## src/sv/totp_pkg.sv

```systemverilog
// ----------------------------------------------------------------------------
// totp_pkg
// Shared types, SHA-256 constants and helper functions for the TOTP block.
// ----------------------------------------------------------------------------
package totp_pkg;

  localparam int TIME_W  = 63;
  localparam int CODE_W  = 30;
  localparam int LEFT_W  = 16;
  localparam int CFG_W   = 64;
  localparam int CFG_IDX_W = 3;
  localparam int CNT_W   = 6;

  // Iteration counts of the sequential units
  localparam logic [CNT_W-1:0] DIV_LAST = 6'd62;  // 63 quotient bits
  localparam logic [CNT_W-1:0] RND_LAST = 6'd63;  // 64 rounds
  localparam logic [CNT_W-1:0] MOD_LAST = 6'd30;  // 31 dividend bits

  // Register indexes
  localparam logic [CFG_IDX_W-1:0] REG_KEY0   = 3'd0;
  localparam logic [CFG_IDX_W-1:0] REG_KEY1   = 3'd1;
  localparam logic [CFG_IDX_W-1:0] REG_KEY2   = 3'd2;
  localparam logic [CFG_IDX_W-1:0] REG_KEY3   = 3'd3;
  localparam logic [CFG_IDX_W-1:0] REG_KLEN   = 3'd4;
  localparam logic [CFG_IDX_W-1:0] REG_PERIOD = 3'd5;
  localparam logic [CFG_IDX_W-1:0] REG_DIGITS = 3'd6;

  // Block selection for the four compressions
  localparam logic [1:0] BLK_IPAD  = 2'd0;
  localparam logic [1:0] BLK_MSG   = 2'd1;
  localparam logic [1:0] BLK_OPAD  = 2'd2;
  localparam logic [1:0] BLK_INNER = 2'd3;

  typedef enum logic [2:0] {
    ST_IDLE, ST_DIV, ST_HLOAD, ST_ROUND, ST_HADD, ST_TRUNC, ST_MOD, ST_FINISH
  } state_t;

  typedef struct packed {
    logic             load_in;
    logic             div_step;
    logic             blk_load;
    logic [1:0]       blk_sel;
    logic             round;
    logic [CNT_W-1:0] rnd_idx;
    logic             hadd;
    logic             trunc_load;
    logic             mod_step;
    logic             out_load;
  } cmd_t;

  typedef struct packed {
    logic valid;
    logic out_full;
  } status_t;

  localparam logic [31:0] SHA_K [64] = '{
    32'h428a2f98,32'h71374491,32'hb5c0fbcf,32'he9b5dba5,32'h3956c25b,32'h59f111f1,
    32'h923f82a4,32'hab1c5ed5,32'hd807aa98,32'h12835b01,32'h243185be,32'h550c7dc3,
    32'h72be5d74,32'h80deb1fe,32'h9bdc06a7,32'hc19bf174,32'he49b69c1,32'hefbe4786,
    32'h0fc19dc6,32'h240ca1cc,32'h2de92c6f,32'h4a7484aa,32'h5cb0a9dc,32'h76f988da,
    32'h983e5152,32'ha831c66d,32'hb00327c8,32'hbf597fc7,32'hc6e00bf3,32'hd5a79147,
    32'h06ca6351,32'h14292967,32'h27b70a85,32'h2e1b2138,32'h4d2c6dfc,32'h53380d13,
    32'h650a7354,32'h766a0abb,32'h81c2c92e,32'h92722c85,32'ha2bfe8a1,32'ha81a664b,
    32'hc24b8b70,32'hc76c51a3,32'hd192e819,32'hd6990624,32'hf40e3585,32'h106aa070,
    32'h19a4c116,32'h1e376c08,32'h2748774c,32'h34b0bcb5,32'h391c0cb3,32'h4ed8aa4a,
    32'h5b9cca4f,32'h682e6ff3,32'h748f82ee,32'h78a5636f,32'h84c87814,32'h8cc70208,
    32'h90befffa,32'ha4506ceb,32'hbef9a3f7,32'hc67178f2
  };

  localparam logic [31:0] SHA_IV [8] = '{
    32'h6a09e667,32'hbb67ae85,32'h3c6ef372,32'ha54ff53a,
    32'h510e527f,32'h9b05688c,32'h1f83d9ab,32'h5be0cd19
  };

  function automatic logic [31:0] rotr(input logic [31:0] x, input int n);
    logic [63:0] d;
    d = {x, x} >> n;
    return d[31:0];
  endfunction

  // 10^d for d = 0..9
  function automatic logic [CODE_W-1:0] pow10(input logic [3:0] d);
    logic [CODE_W-1:0] p;
    case (d)
      4'd0:    p = 30'd1;
      4'd1:    p = 30'd10;
      4'd2:    p = 30'd100;
      4'd3:    p = 30'd1000;
      4'd4:    p = 30'd10000;
      4'd5:    p = 30'd100000;
      4'd6:    p = 30'd1000000;
      4'd7:    p = 30'd10000000;
      4'd8:    p = 30'd100000000;
      default: p = 30'd1000000000;
    endcase
    return p;
  endfunction

endpackage

```

## src/sv/totp_if.sv

```systemverilog
// ----------------------------------------------------------------------------
// totp_in_if / totp_out_if
// Valid/ready channels for time input and code results.
// ----------------------------------------------------------------------------
interface totp_in_if;
  logic                       valid;
  logic                       ready;
  logic [totp_pkg::TIME_W-1:0] time_seconds;

  modport source (output valid, output time_seconds, input ready);
  modport sink   (input valid, input time_seconds, output ready);
endinterface

interface totp_out_if;
  logic                        valid;
  logic                        ready;
  logic [totp_pkg::CODE_W-1:0] code;
  logic [totp_pkg::LEFT_W-1:0] seconds_left;
  logic                        code_valid;
  logic                        secret_long_enough;

  modport source (output valid, output code, output seconds_left, output code_valid,
                  output secret_long_enough, input ready);
  modport sink   (input valid, input code, input seconds_left, input code_valid,
                  input secret_long_enough, output ready);
endinterface

```

## src/sv/totp_ctrl.sv

```systemverilog
// ----------------------------------------------------------------------------
// totp_ctrl
// Sequencer: divide, then with valid settings four SHA-256 compressions, truncation and modulo; output.
// ----------------------------------------------------------------------------
module totp_ctrl (
  input  logic              clk,
  input  logic              rst_n,
  input  logic              in_valid,
  output logic              in_ready,
  input  totp_pkg::status_t st,
  output totp_pkg::cmd_t    cmd
);
  import totp_pkg::*;

  state_t           state_r, state_nxt;
  logic [CNT_W-1:0] cnt_r, cnt_nxt;
  logic [1:0]       blk_r, blk_nxt;

  // State and counters
  always_ff @(posedge clk) begin
    if (!rst_n) begin
      state_r <= ST_IDLE;
      cnt_r   <= '0;
      blk_r   <= BLK_IPAD;
    end else begin
      state_r <= state_nxt;
      cnt_r   <= cnt_nxt;
      blk_r   <= blk_nxt;
    end
  end

  // Next state and commands
  always_comb begin
    state_nxt = state_r;
    cnt_nxt   = cnt_r;
    blk_nxt   = blk_r;
    cmd       = '0;
    cmd.blk_sel = blk_r;
    cmd.rnd_idx = cnt_r;
    in_ready  = 1'b0;
    case (state_r)
      ST_IDLE: begin
        // no transaction is taken while reset is held
        if (rst_n) begin
          in_ready = 1'b1;
          if (in_valid) begin
            cmd.load_in = 1'b1;
            cnt_nxt   = '0;
            state_nxt = ST_DIV;
          end
        end
      end
      ST_DIV: begin
        cmd.div_step = 1'b1;
        cnt_nxt = cnt_r + 1'b1;
        if (cnt_r == DIV_LAST) begin
          blk_nxt   = BLK_IPAD;
          state_nxt = st.valid ? ST_HLOAD : ST_FINISH;
        end
      end
      ST_HLOAD: begin
        cmd.blk_load = 1'b1;
        cnt_nxt   = '0;
        state_nxt = ST_ROUND;
      end
      ST_ROUND: begin
        cmd.round = 1'b1;
        cnt_nxt = cnt_r + 1'b1;
        if (cnt_r == RND_LAST) state_nxt = ST_HADD;
      end
      ST_HADD: begin
        cmd.hadd = 1'b1;
        blk_nxt  = blk_r + 1'b1;
        state_nxt = (blk_r == BLK_INNER) ? ST_TRUNC : ST_HLOAD;
      end
      ST_TRUNC: begin
        cmd.trunc_load = 1'b1;
        cnt_nxt   = '0;
        state_nxt = ST_MOD;
      end
      ST_MOD: begin
        cmd.mod_step = 1'b1;
        cnt_nxt = cnt_r + 1'b1;
        if (cnt_r == MOD_LAST) state_nxt = ST_FINISH;
      end
      ST_FINISH: begin
        if (!st.out_full) begin
          cmd.out_load = 1'b1;
          state_nxt = ST_IDLE;
        end
      end
      default: state_nxt = ST_IDLE;
    endcase
  end

endmodule

```

## src/sv/totp_dp.sv

```systemverilog
// ----------------------------------------------------------------------------
// totp_dp
// Datapath: config registers, period divider, SHA-256 round unit, dynamic
// truncation, code modulo divider and the output register.
// ----------------------------------------------------------------------------
module totp_dp #(
  parameter int KEY_BYTES = 32
) (
  input  logic                                clk,
  input  logic                                rst_n,
  input  logic                                cfg_we,
  input  logic [totp_pkg::CFG_IDX_W-1:0]      cfg_index,
  input  logic [totp_pkg::CFG_W-1:0]          cfg_data,
  input  logic [totp_pkg::TIME_W-1:0]         in_time,
  input  totp_pkg::cmd_t                      cmd,
  output totp_pkg::status_t                   st,
  input  logic                                out_ready,
  output logic                                out_valid,
  output logic [totp_pkg::CODE_W-1:0]         out_code,
  output logic [totp_pkg::LEFT_W-1:0]         out_left,
  output logic                                out_code_valid,
  output logic                                out_long
);
  import totp_pkg::*;

  localparam logic [6:0] KB = 7'(KEY_BYTES);

  logic [63:0]       kw_r [4];
  logic [5:0]        klen_r;
  logic [15:0]       per_r;
  logic [3:0]        digs_r;

  logic [6:0]        klen_eff;
  logic [3:0]        digs_sat;
  logic              valid;

  logic [62:0]       q_r;
  logic [15:0]       drem_r;
  logic [16:0]       dsh;
  logic              dge;

  logic [31:0]       h_r [8];
  logic [31:0]       v_r [8];
  logic [31:0]       w_r [16];
  logic [255:0]      inner_r;
  logic [255:0]      digest;
  logic [255:0]      key_m;
  logic [511:0]      blk;

  logic [31:0]       t1, t2, w_new, e, a;

  logic [255:0]      dshift;
  logic [30:0]       word;
  logic [30:0]       mq_r;
  logic [29:0]       mrem_r;
  logic [30:0]       msh;
  logic [29:0]       mdiv;
  logic              mge;

  logic              out_full_r;
  logic [CODE_W-1:0] code_r;
  logic [LEFT_W-1:0] left_r;
  logic              cv_r, long_r;

  // Configuration registers
  always_ff @(posedge clk) begin
    if (!rst_n) begin
      for (int i = 0; i < 4; i++) kw_r[i] <= '0;
      klen_r <= '0;
      per_r  <= 16'd30;
      digs_r <= 4'd6;
    end else if (cfg_we) begin
      case (cfg_index)
        REG_KEY0:   kw_r[0] <= cfg_data;
        REG_KEY1:   kw_r[1] <= cfg_data;
        REG_KEY2:   kw_r[2] <= cfg_data;
        REG_KEY3:   kw_r[3] <= cfg_data;
        REG_KLEN:   klen_r  <= cfg_data[5:0];
        REG_PERIOD: per_r   <= cfg_data[15:0];
        REG_DIGITS: digs_r  <= cfg_data[3:0];
        default: ;
      endcase
    end
  end

  // Derived settings
  assign klen_eff = ({1'b0, klen_r} > KB) ? KB : {1'b0, klen_r};
  assign digs_sat = (digs_r > 4'd9) ? 4'd9 : digs_r;
  assign valid    = (klen_eff != '0) && (per_r != '0) && (digs_sat != '0);
  assign st.valid    = valid;
  assign st.out_full = out_full_r;

  // Restoring divider: time / period, one quotient bit a cycle
  assign dsh = {drem_r, q_r[62]};
  assign dge = dsh >= {1'b0, per_r};
  always_ff @(posedge clk) begin
    if (cmd.load_in) begin
      q_r    <= in_time;
      drem_r <= '0;
    end else if (cmd.div_step) begin
      q_r    <= {q_r[61:0], dge};
      drem_r <= dge ? 16'(dsh - {1'b0, per_r}) : dsh[15:0];
    end
  end

  // Masked key, bytes beyond the effective length read as zero
  always_comb begin
    for (int i = 0; i < 32; i++) begin
      key_m[255 - 8*i -: 8] = (7'(i) < klen_eff) ? kw_r[i/8][63 - 8*(i%8) -: 8] : 8'h00;
    end
  end

  // Message block for the current compression
  always_comb begin
    case (cmd.blk_sel)
      BLK_IPAD:  blk = {key_m ^ {32{8'h36}}, {32{8'h36}}};
      BLK_MSG:   blk = {1'b0, q_r, 8'h80, 376'b0, 64'd576};
      BLK_OPAD:  blk = {key_m ^ {32{8'h5c}}, {32{8'h5c}}};
      default:   blk = {inner_r, 8'h80, 184'b0, 64'd768};
    endcase
  end

  // One SHA-256 round
  always_comb begin
    e = v_r[4];
    a = v_r[0];
    t1 = v_r[7] + (rotr(e, 6) ^ rotr(e, 11) ^ rotr(e, 25)) + ((e & v_r[5]) ^ (~e & v_r[6]))
         + SHA_K[cmd.rnd_idx] + w_r[0];
    t2 = (rotr(a, 2) ^ rotr(a, 13) ^ rotr(a, 22)) + ((a & v_r[1]) ^ (a & v_r[2]) ^ (v_r[1] & v_r[2]));
    w_new = w_r[0] + (rotr(w_r[1], 7) ^ rotr(w_r[1], 18) ^ (w_r[1] >> 3)) + w_r[9]
          + (rotr(w_r[14], 17) ^ rotr(w_r[14], 19) ^ (w_r[14] >> 10));
  end

  // Hash state, working variables and message schedule window
  always_ff @(posedge clk) begin
    if (cmd.blk_load) begin
      for (int i = 0; i < 16; i++) w_r[i] <= blk[511 - 32*i -: 32];
      if (cmd.blk_sel == BLK_IPAD || cmd.blk_sel == BLK_OPAD) begin
        for (int i = 0; i < 8; i++) begin
          h_r[i] <= SHA_IV[i];
          v_r[i] <= SHA_IV[i];
        end
      end else begin
        for (int i = 0; i < 8; i++) v_r[i] <= h_r[i];
      end
      if (cmd.blk_sel == BLK_OPAD) inner_r <= digest;
    end else if (cmd.round) begin
      for (int i = 0; i < 15; i++) w_r[i] <= w_r[i+1];
      w_r[15] <= w_new;
      v_r[7] <= v_r[6];
      v_r[6] <= v_r[5];
      v_r[5] <= v_r[4];
      v_r[4] <= v_r[3] + t1;
      v_r[3] <= v_r[2];
      v_r[2] <= v_r[1];
      v_r[1] <= v_r[0];
      v_r[0] <= t1 + t2;
    end else if (cmd.hadd) begin
      for (int i = 0; i < 8; i++) h_r[i] <= h_r[i] + v_r[i];
    end
  end

  always_comb begin
    for (int i = 0; i < 8; i++) digest[255 - 32*i -: 32] = h_r[i];
  end

  // Dynamic truncation: 31-bit word at the offset in the last nibble
  assign dshift = digest << {digest[3:0], 3'b000};
  assign word   = dshift[254:224];

  // Restoring divider for word mod 10^digits
  assign mdiv = pow10(digs_sat);
  assign msh  = {mrem_r, mq_r[30]};
  assign mge  = {1'b0, msh} >= {2'b0, mdiv};
  always_ff @(posedge clk) begin
    if (cmd.trunc_load) begin
      mq_r   <= word;
      mrem_r <= '0;
    end else if (cmd.mod_step) begin
      mq_r   <= {mq_r[29:0], 1'b0};
      mrem_r <= mge ? 30'(msh - {1'b0, mdiv}) : msh[29:0];
    end
  end

  // Output register
  always_ff @(posedge clk) begin
    if (!rst_n) begin
      out_full_r <= 1'b0;
    end else if (cmd.out_load) begin
      out_full_r <= 1'b1;
    end else if (out_ready) begin
      out_full_r <= 1'b0;
    end
  end

  always_ff @(posedge clk) begin
    if (cmd.out_load) begin
      code_r <= valid ? mrem_r : '0;
      left_r <= (per_r != '0) ? 16'(per_r - drem_r) : '0;
      cv_r   <= valid;
      long_r <= klen_eff >= 7'd10;
    end
  end

  assign out_valid      = out_full_r;
  assign out_code       = code_r;
  assign out_left       = left_r;
  assign out_code_valid = cv_r;
  assign out_long       = long_r;

endmodule

```

## src/sv/totp_hmac_sha256_code.sv

```systemverilog
// ----------------------------------------------------------------------------
// totp_hmac_sha256_code
// Time-based one-time password (HMAC-SHA256) code generator.
// ----------------------------------------------------------------------------
// Usage:
//   in_ch  : one transaction carries time_seconds. Accepted only while idle.
//   out_ch : one transaction per input: code, seconds_left, code_valid and
//            secret_long_enough, held in an output register until taken.
//   cfg_*  : write key words, key length, period and digits while idle.
// Sequence: accept, then divide one quotient bit per step; with a non-empty key,
//   period and digits, 4 compressions (load, 64 rounds, final add), truncation
//   and one modulo step per dividend bit; then load the output. All four
//   compressions share the single SHA-256 round unit.
// A new time is accepted only after the last result is loaded for output.
// Reset: rst_n low clears control, output valid, and loads register defaults
//   (empty key, period 30, 6 digits).
// Stall: while out_ch is not ready the finished result waits in the output
//   register; the block may take and process the next time, then waits.
// ----------------------------------------------------------------------------
module totp_hmac_sha256_code #(
  parameter int KEY_BYTES = 32
) (
  input  logic                             clk,
  input  logic                             rst_n,
  totp_in_if.sink                          in_ch,
  totp_out_if.source                       out_ch,
  input  logic                             cfg_we,
  input  logic [totp_pkg::CFG_IDX_W-1:0]   cfg_index,
  input  logic [totp_pkg::CFG_W-1:0]       cfg_data
);
  import totp_pkg::*;

  cmd_t    cmd;
  status_t st;
  logic    in_ready;

  assign in_ch.ready = in_ready;

  totp_ctrl u_ctrl (
    .clk      (clk),
    .rst_n    (rst_n),
    .in_valid (in_ch.valid),
    .in_ready (in_ready),
    .st       (st),
    .cmd      (cmd)
  );

  totp_dp #(.KEY_BYTES(KEY_BYTES)) u_dp (
    .clk            (clk),
    .rst_n          (rst_n),
    .cfg_we         (cfg_we),
    .cfg_index      (cfg_index),
    .cfg_data       (cfg_data),
    .in_time        (in_ch.time_seconds),
    .cmd            (cmd),
    .st             (st),
    .out_ready      (out_ch.ready),
    .out_valid      (out_ch.valid),
    .out_code       (out_ch.code),
    .out_left       (out_ch.seconds_left),
    .out_code_valid (out_ch.code_valid),
    .out_long       (out_ch.secret_long_enough)
  );

  // Only one transaction is in flight
  a_one_in_flight: assert property (@(posedge clk) disable iff (!rst_n)
    in_ch.valid && in_ready |=> !in_ready)
    else $error("input accepted while busy");

  // Results are never loaded over an untaken one
  a_no_overwrite: assert property (@(posedge clk) disable iff (!rst_n)
    cmd.out_load |-> !st.out_full)
    else $error("output register overwritten");

  // A code without valid settings (key, period, digits) is zero
  a_code_zero: assert property (@(posedge clk) disable iff (!rst_n)
    out_ch.valid && !out_ch.code_valid |-> out_ch.code == '0)
    else $error("code not zero when invalid");

endmodule

```

## src/flat_wrapper.sv

```systemverilog
// flat-port wrapper written by rule: the top's interface ports become plain ports
module totp_hmac_sha256_code_flat import totp_pkg::*;
#(
  parameter int KEY_BYTES = 32
)
  (clk, rst_n, cfg_we, cfg_index, cfg_data, in_ch_valid, in_ch_time_seconds, in_ch_ready, out_ch_valid, out_ch_code, out_ch_seconds_left, out_ch_code_valid, out_ch_secret_long_enough, out_ch_ready);
  totp_in_if in_ch_i ();
  totp_out_if out_ch_i ();
  input  logic clk;
  input  logic rst_n;
  input  logic cfg_we;
  input  logic [totp_pkg::CFG_IDX_W-1:0] cfg_index;
  input  logic [totp_pkg::CFG_W-1:0] cfg_data;
  input wire logic [$bits(in_ch_i.valid)-1:0] in_ch_valid;
  input wire logic [$bits(in_ch_i.time_seconds)-1:0] in_ch_time_seconds;
  output wire logic [$bits(in_ch_i.ready)-1:0] in_ch_ready;
  output wire logic [$bits(out_ch_i.valid)-1:0] out_ch_valid;
  output wire logic [$bits(out_ch_i.code)-1:0] out_ch_code;
  output wire logic [$bits(out_ch_i.seconds_left)-1:0] out_ch_seconds_left;
  output wire logic [$bits(out_ch_i.code_valid)-1:0] out_ch_code_valid;
  output wire logic [$bits(out_ch_i.secret_long_enough)-1:0] out_ch_secret_long_enough;
  input wire logic [$bits(out_ch_i.ready)-1:0] out_ch_ready;
  assign in_ch_i.valid = in_ch_valid;
  assign in_ch_i.time_seconds = in_ch_time_seconds;
  assign in_ch_ready = in_ch_i.ready;
  assign out_ch_valid = out_ch_i.valid;
  assign out_ch_code = out_ch_i.code;
  assign out_ch_seconds_left = out_ch_i.seconds_left;
  assign out_ch_code_valid = out_ch_i.code_valid;
  assign out_ch_secret_long_enough = out_ch_i.secret_long_enough;
  assign out_ch_i.ready = out_ch_ready;
  totp_hmac_sha256_code #(.KEY_BYTES(KEY_BYTES)) u_core (.clk(clk), .rst_n(rst_n), .in_ch(in_ch_i), .out_ch(out_ch_i), .cfg_we(cfg_we), .cfg_index(cfg_index), .cfg_data(cfg_data));
endmodule
```

## config.mk

```make
export PLATFORM = sky130hd
export DESIGN_NAME = totp_hmac_sha256_code_flat
export DESIGN_NICKNAME = d
export VERILOG_FILES = /design/src/sv/totp_pkg.sv /design/src/sv/totp_if.sv /design/src/sv/totp_ctrl.sv /design/src/sv/totp_dp.sv /design/src/sv/totp_hmac_sha256_code.sv /design/src/flat_wrapper.sv
export SDC_FILE = /design/constraint.sdc
export NUM_CORES = 2
export LEC_CHECK = 0
export ABC_AREA = 1
export ABC_CLOCK_PERIOD_IN_PS = 67100
export BUFFER_PORTS_ARGS = -buffer_cell sky130_fd_sc_hd__buf_2
export CAP_MARGIN = 30
export CORE_ASPECT_RATIO = 1.1
export CORE_MARGIN = 1
export CORE_UTILIZATION = 30
export DETAILED_ROUTE_END_ITERATION = 6
export MAX_ROUTING_LAYER = met4
export PLACE_DENSITY = 0.41
export SYNTH_ARGS = -nofsm -noshare
export SYNTH_HDL_FRONTEND = slang
export SYNTH_SLANG_ARGS = --single-unit
```

## constraint.sdc

```tcl
create_clock -name clk -period 67.1 [get_ports clk]
set_clock_uncertainty 0.1 [all_clocks]
set_input_delay 3.355 -clock clk [delete_from_list [all_inputs] [get_ports clk]]
set_output_delay 3.355 -clock clk [all_outputs]
set_load 0.05 [all_outputs]
```

== Yosys cells after proc, flatten, opt, wreduce, memory -nomap -nowiden ==
Memory sizes are Yosys's and may differ from the RTL's.
Cells that the tools add are included.
Storage, ports and cells
  RAM bits: 1280
  bits in read-only memories: 2528
  register bits: 482
  input port bits: 135
  memories: 6
Operators by class
  reductions and logical operators: 23
  $lt $le $gt $ge: 38
  bitwise gates (word level): 64
  multiplexer cells: 146
  equality and inequality tests: 24
  shifts and indexed selects: 1
  $add $sub $neg: 23
Memories
  (name not given): depth 64, bits a word 32, rd ports 1, clocked after Yosys merged registers in 0, wr ports 0, RTL line totp_dp.sv:128  | + SHA_K[cmd.rnd_idx] + w_r[0];
  u_core.u_dp.w_r: depth 16, bits a word 32, rd ports 16, clocked after Yosys merged registers in 0, wr ports 16, RTL line totp_dp.sv:44  | logic [31:0] w_r [16];
  (name not given): depth 16, bits a word 30, rd ports 1, clocked after Yosys merged registers in 0, wr ports 0, RTL line totp_pkg.sv:84  | case (d)
  u_core.u_dp.h_r: depth 8, bits a word 32, rd ports 8, clocked after Yosys merged registers in 0, wr ports 8, RTL line totp_dp.sv:42  | logic [31:0] h_r [8];
  u_core.u_dp.kw_r: depth 4, bits a word 64, rd ports 4, clocked after Yosys merged registers in 0, wr ports 4, RTL line totp_dp.sv:28  | logic [63:0] kw_r [4];
  u_core.u_dp.v_r: depth 8, bits a word 32, rd ports 8, clocked after Yosys merged registers in 0, wr ports 8, RTL line totp_dp.sv:43  | logic [31:0] v_r [8];
Operators by type and width (count)
  512-bit case mux with 3 select lines: 1
  32-bit 2-to-1 mux: 42
  32-bit adder: 18
  32-bit XOR: 9
  64-bit 2-to-1 mux: 4
  8-bit 2-to-1 mux: 32
  128-bit inverter: 2
  256-bit by 7-bit << shifter with 255-bit output: 1
  32-bit bitwise AND: 5
  63-bit 2-to-1 mux: 2
  5-bit by 6-bit less-than comparator with 1-bit output, first input constant: 16
  31-bit 2-to-1 mux: 2
  4-bit by 6-bit less-than comparator with 1-bit output, first input constant: 8
  1-bit 2-to-1 mux: 47
  1-bit OR: 44
  32-bit inverter: 1
  16-bit subtractor: 2
  32-bit by 22-bit XOR with 32-bit output: 1
  32-bit by 29-bit XOR with 32-bit output: 1
  31-bit by 30-bit greater-or-equal comparator with 1-bit output: 1
  30-bit 2-to-1 mux: 1
  30-bit subtractor: 1
  3-bit by 6-bit less-than comparator with 1-bit output, first input constant: 4
  3-bit case mux with 8 select lines: 1
  38 further kinds: 73

== Depth between registers and ports, before layout ==
An unclocked memory read counts as a cell.
  depth in word-level cells: 9
  gate-level depth with buffers: 43
  mapped depth without buffers: 42

== By module ==
A second synthesis with hierarchy kept.
Unflattened totals
  cells, all modules: 12264
  area, all modules: 107948.5 µm²
By module, submodules not included
  totp_dp: area each 107124.0 µm², times used 1, cells each 12135
  totp_ctrl: area each 824.5 µm², times used 1, cells each 129

== Worst setup path before layout ==
No wires, ideal clock.
  path type: register to register
  start point: reg u_core.u_ctrl.state_r[1]
  end point: mem u_core.u_dp.v_r[7][12] (netlist: u_core.u_dp.v_r[0][236])
  required time: 66.854 ns
  stages on the path, launching flop included: 8
  setup time: 0.146 ns
  period minus slack after synthesis: 21.665 ns
  buffers on the path: 1
  setup slack: 45.435 ns
  arrival: 21.419 ns
  cells stage by stage: dfxtp_1 > nand2_1 > nor2_2 > inv_2 > nand2_1 > clkbuf_1 > o21ai_0 > a31oi_1
RTL lines
  from (decl): RTL line totp_ctrl.sv:15  | state_t state_r, state_nxt;
  from (signal assigned): RTL line totp_ctrl.sv:26  | state_r <= state_nxt;
  to (decl): RTL line totp_dp.sv:43

==> results <==
- The cell type contributing the most total cell area after synthesis is sky130_fd_sc_hd__edfxtp_1.
- Global routing finished with a remaining overflow of 0.
- The share of Yosys cell area claimed by the top area cell type is 0.446.
- The count of hold-fix buffers inserted at cts is 0.
- The post-synthesis share of cell area spent on full adders, half adders and majority gates is 0.0924.
- The initial standard-cell utilization of the core is 0.301.
- Of the total synthesized cell area, the portion taken by XOR and XNOR cells is 0.0299.
- The data arrival time at the worst-slack endpoint is 10.45 ns.
- Dividing the final minimum period by the clock period gives 0.147.
- The setup violation total in the final timing report is 0.
- The number of max-slew violations in the final report came to 0.
- The met3 demand-to-capacity share in global routing is 0.0458.
- The number of levels the H-tree was split into is 4.
- The clock root buffer is sky130_fd_sc_hd__clkbuf_16.
- The total of warnings raised by yosys is 0.
- The number of ports placed on the die boundary is around 190.
- After detailed routing, the average wire length per cell comes to 36.0 microns.
- The sequential cells in the finished layout cover a total of 51400 sq um.
- Measured against its own limit, the worst slew margin works out to 0.211.
- The final number of hold-violating endpoints is 0.
- The met2 track demand over resource in global routing is 0.534.
- For this design, the sink count on the clock tree is between 1500 and 2000.
- The minimum period implied by the final worst setup slack is approximately 10 ns.
- Buffers added to address setup during post-CTS repair amount to 0.
- The number of I/O port buffers is between 150 and 200.
- The flow ran to the end, and the final reports show no timing, DRC or antenna violations.
- In this run, post-CTS repair resized a total of 0 instances.
- The fraction of synthesized area in multiplexers is 0.00736.
- On the critical path, the stage with the largest delay is an instance of sky130_fd_sc_hd__ha_1.
- The kind of end point of the critical path is a flip-flop.
- The async set-or-reset flop fraction in the synthesized netlist is 0.
- The highest cell delay on the worst timing path is about 0.73 ns.
- In this run the core area contains 231 standard-cell rows.
- The cell count after synthesis is around 12000.
- The number of buffers added by the clock tree synthesis step is about 220.
- The initial antenna violation count was 111.
- Relative to the synthesized area, the layout overhead comes to 12.6%.
- The worst setup path is launched from a flip-flop.
- The global-route wire length before repair is 832000 microns.
- The number of library cell types mapped by synthesis is 71.
- Counting tap cells, the placed design contains a total of 16900 instances.
- Synthesis produced a netlist with a net count of 13100.
- The floorplan die width is between 500 and 600 microns.
- The highest-utilization routing layer at the global route stage is met2.
- The count of nets left with antenna violations once routing finished came out at 0.
- The met1 track utilization from global routing is 0.454.
- Detailed routing inserted a total of 97500 vias.
- The final layout contains about 13000 nets.
- Yosys mapped a number of flops with a built-in enable equal to between 1500 and 2000.
- Dividing the detail-routed via count by the number of cells gives 5.61.
- In this design, the critical path's most frequently occurring cell is sky130_fd_sc_hd__inv_1.
- The insertion delay to the later sink of the worst-skew pair is roughly 1 ns.
- The fmax is slightly above 100 MHz.
- The mean instance size in the synthesized netlist is between 8 and 9 sq um.
- The height of the die is 633 microns.
- The finished layout holds 17400 standard cells, fillers aside.
- Across the run, the number of max-cap violations was 0.
- The mapped netlist covers roughly 110000 sq um.
- The dominant synthesized flop cell is sky130_fd_sc_hd__edfxtp_1.
- After detailed routing, the number of remaining DRC violations is 0.
- The share of synthesized area occupied by flip-flops and latches is 0.474.
- Setup repair after global routing left no endpoint under its margin.
- The worst reg2reg path startpoint is u_core.u_ctrl.cnt_r[0].
- The maximum number of pins on one net before global-route repair is ~200.
- The critical setup path kind is reg -> reg.
- The flop and latch count out of synthesis is approximately 1800.
- The detailed-placement wirelength estimate is approximately 490000 microns.
- The congestion estimate from routability-driven global placement came to ~0.99.
- The path category of the worst min-delay check is reg -> reg.
- In this run the most critical hold path is launched from u_core.u_dp.mq_r[5].
- The placeable core area is 360000 sq um.
- After routing, the total negative slack on setup checks comes to 0 ns.
- The via count of the first global-routing pass is ~93000.
- The multi-input logic area is around 50000 sq um.
- After synthesis, the cell types taking the most area are sky130_fd_sc_hd__edfxtp_1, sky130_fd_sc_hd__nand2_1, sky130_fd_sc_hd__o21ai_0.
- The register-to-register setup slack is between 50 and 60 ns.
- The die covers approximately 360000 sq um.
- For this block, the routed nets add up to between 600000 and 700000 microns of wire.
- The share of final-layout standard cells stronger than drive strength 1 is 0.0721.
- The first detailed-routing pass ran for 6 iterations.
- The simple-gate share of the synthesized area is 0.162.
- After synthesis, the largest family of logic cells by area is compound AO/OA/AOI/OAI gates.
- The total routing resource utilization after global routing is 0.346.
- The critical path starts at u_core.u_ctrl.cnt_r[0].
- The register clock-pin slew on the reported worst setup and hold paths is around 0.060 ns.
- In this run the deepest clock path goes through 4 buffers.
- At the pin with the least slew margin, the transition time is between 1 and 1.5 ns.
- The filler cells instantiated in the layout total between 30000 and 40000.
- The TritonCTS clock tree is done.
- The required arrival time at the worst endpoint is 67.71 ns.
- In this run the worst path has a maximum fanout of 12.
- The complex-gate fraction of the synthesized area is 0.167.
- The initial detailed-routing violation count is ~12000.
[final cells by class]
| class | instances | share of cell area |
|---|---|---|
| repair buffers | 364 | 0.0209 |
| flip-flops and latches | 1762 | 0.421 |
| well taps | 4776 | 0.0489 |
| inverters | 1376 | 0.0425 |
| clock buffers | 255 | 0.0463 |
| multi-input cells | 8649 | 0.409 |
| clock inverters | 144 | 0.0109 |
| diodes | 62 | 0.00127 |
[cells in the final DEF, fill, tap and decap left out, drive strengths merged, types with 29 or more instances in the layout]
cell and n:
a211oi 32, a21boi 32, a21o 87, a21oi 1048, a22oi 57, a31oi 100, buf 363, clkbuf 255
clkinv 109, dfxtp 148, diode 62, edfxtp 1614, fa 198, ha 462, inv 1377, maj3 29
mux2 63, nand2 2520, nand3 509, nand4 67, nor2 1041, nor3 99, nor4 30, o211ai 142
o21a 67, o21ai 1341, o21bai 51, o221ai 34, o22ai 29, o311ai 45, or2 44, xnor2 169
xor2 202
[layer usage]
layer,up-vias,routed length [microns]
met5,-,0
met4,0,32900
met2,4491,281000
li1,42600,-
met1,49600,268000
met3,777,44500
[logic make-up (layout without fill, tap and decap cells)]
family | Yosys count | count (layout)
adders and majority gates | 689 | 689
AOI/OAI and AO/OA | 3189 | 3189
other | 0 | 62
DFF | 1762 | 1762
xor gates and xnor gates | 371 | 371
and+or+nand+nor | 4328 | 4328
muxes | 72 | 72
buffers and inverters | 1930 | 2139
[sequential cells by signal, summed over array words and instances (netlist names)]
register	flops
u_core.u_dp.w_r	512
u_core.u_dp.h_r	256
u_core.u_dp.inner_r	256
u_core.u_dp.kw_r	256
u_core.u_dp.v_r	256
u_core.u_dp.q_r	63
u_core.u_dp.mq_r	31
u_core.u_dp.mrem_r	30
u_core.u_dp.out_code	30
u_core.u_dp.drem_r	16
u_core.u_dp.out_left	16
u_core.u_dp.per_r	16
u_core.u_ctrl.cnt_r	6
u_core.u_dp.klen_r	6
u_core.u_dp.digs_r	4
u_core.u_ctrl.state_r	3
u_core.u_ctrl.blk_r	2
u_core.u_dp.out_code_valid	1
u_core.u_dp.out_long	1
u_core.u_dp.out_valid	1
[final timing paths]
check / endpoint / cells past startpoint
min reg2reg: u_core.u_dp.mq_r[6] / 2
max: u_core.u_dp.v_r[0][31] / 36
min: u_core.u_dp.mq_r[6] / 2
max reg2reg: u_core.u_dp.v_r[0][31] / 36
[critical path: cells and delay by family, from the launching register on]
kind	cells	cell delay [ns]
fa+ha+maj	6	3.11
simple gates	12	2.23
xor+xnor	1	0.60
compound gates	8	1.61
buf+inv	9	1.40
flops	1	0.55
[through the flow]
step	setup slack (ns)	hold slack (ns)	instance area, sq um	utilization
after floorplan	45.43	0.346	109000	-
after global placement	57.15	0.365	115000	0.318
after detailed placement	57.28	0.365	115000	0.319
after CTS	57.22	0.363	122000	0.339
after global routing	56.75	0.396	122000	0.339
final	57.25	0.375	122000	0.340
[synth_stat cells, types with 29 or more instances]
library cell / n
sky130_fd_sc_hd__mux2_2: 63
sky130_fd_sc_hd__edfxtp_1: 1614
sky130_fd_sc_hd__o21ai_0: 1301
sky130_fd_sc_hd__nor3_1: 98
sky130_fd_sc_hd__maj3_1: 29
sky130_fd_sc_hd__o22ai_1: 29
sky130_fd_sc_hd__a21oi_1: 1041
sky130_fd_sc_hd__buf_2: 88
sky130_fd_sc_hd__xnor2_1: 169
sky130_fd_sc_hd__a22oi_1: 57
sky130_fd_sc_hd__dfxtp_1: 148
sky130_fd_sc_hd__buf_1: 46
sky130_fd_sc_hd__fa_1: 198
sky130_fd_sc_hd__ha_1: 462
sky130_fd_sc_hd__o21ai_1: 36
sky130_fd_sc_hd__inv_1: 1347
sky130_fd_sc_hd__clkbuf_1: 417
sky130_fd_sc_hd__o211ai_1: 142
sky130_fd_sc_hd__nor4_1: 30
sky130_fd_sc_hd__a31oi_1: 99
sky130_fd_sc_hd__a21o_1: 87
sky130_fd_sc_hd__o21a_1: 67
sky130_fd_sc_hd__a21boi_0: 32
sky130_fd_sc_hd__o311ai_0: 29
sky130_fd_sc_hd__nand2_1: 2515
sky130_fd_sc_hd__nor2_1: 1023
sky130_fd_sc_hd__nand4_1: 67
sky130_fd_sc_hd__a211oi_1: 31
sky130_fd_sc_hd__xor2_1: 202
sky130_fd_sc_hd__or2_2: 40
sky130_fd_sc_hd__nand3_1: 508
sky130_fd_sc_hd__o221ai_1: 34
sky130_fd_sc_hd__o21bai_1: 51
Power is left out: the tool's default activity adds up to more than one toggle a clock period on the data nets, which glitch-free logic cannot reach.
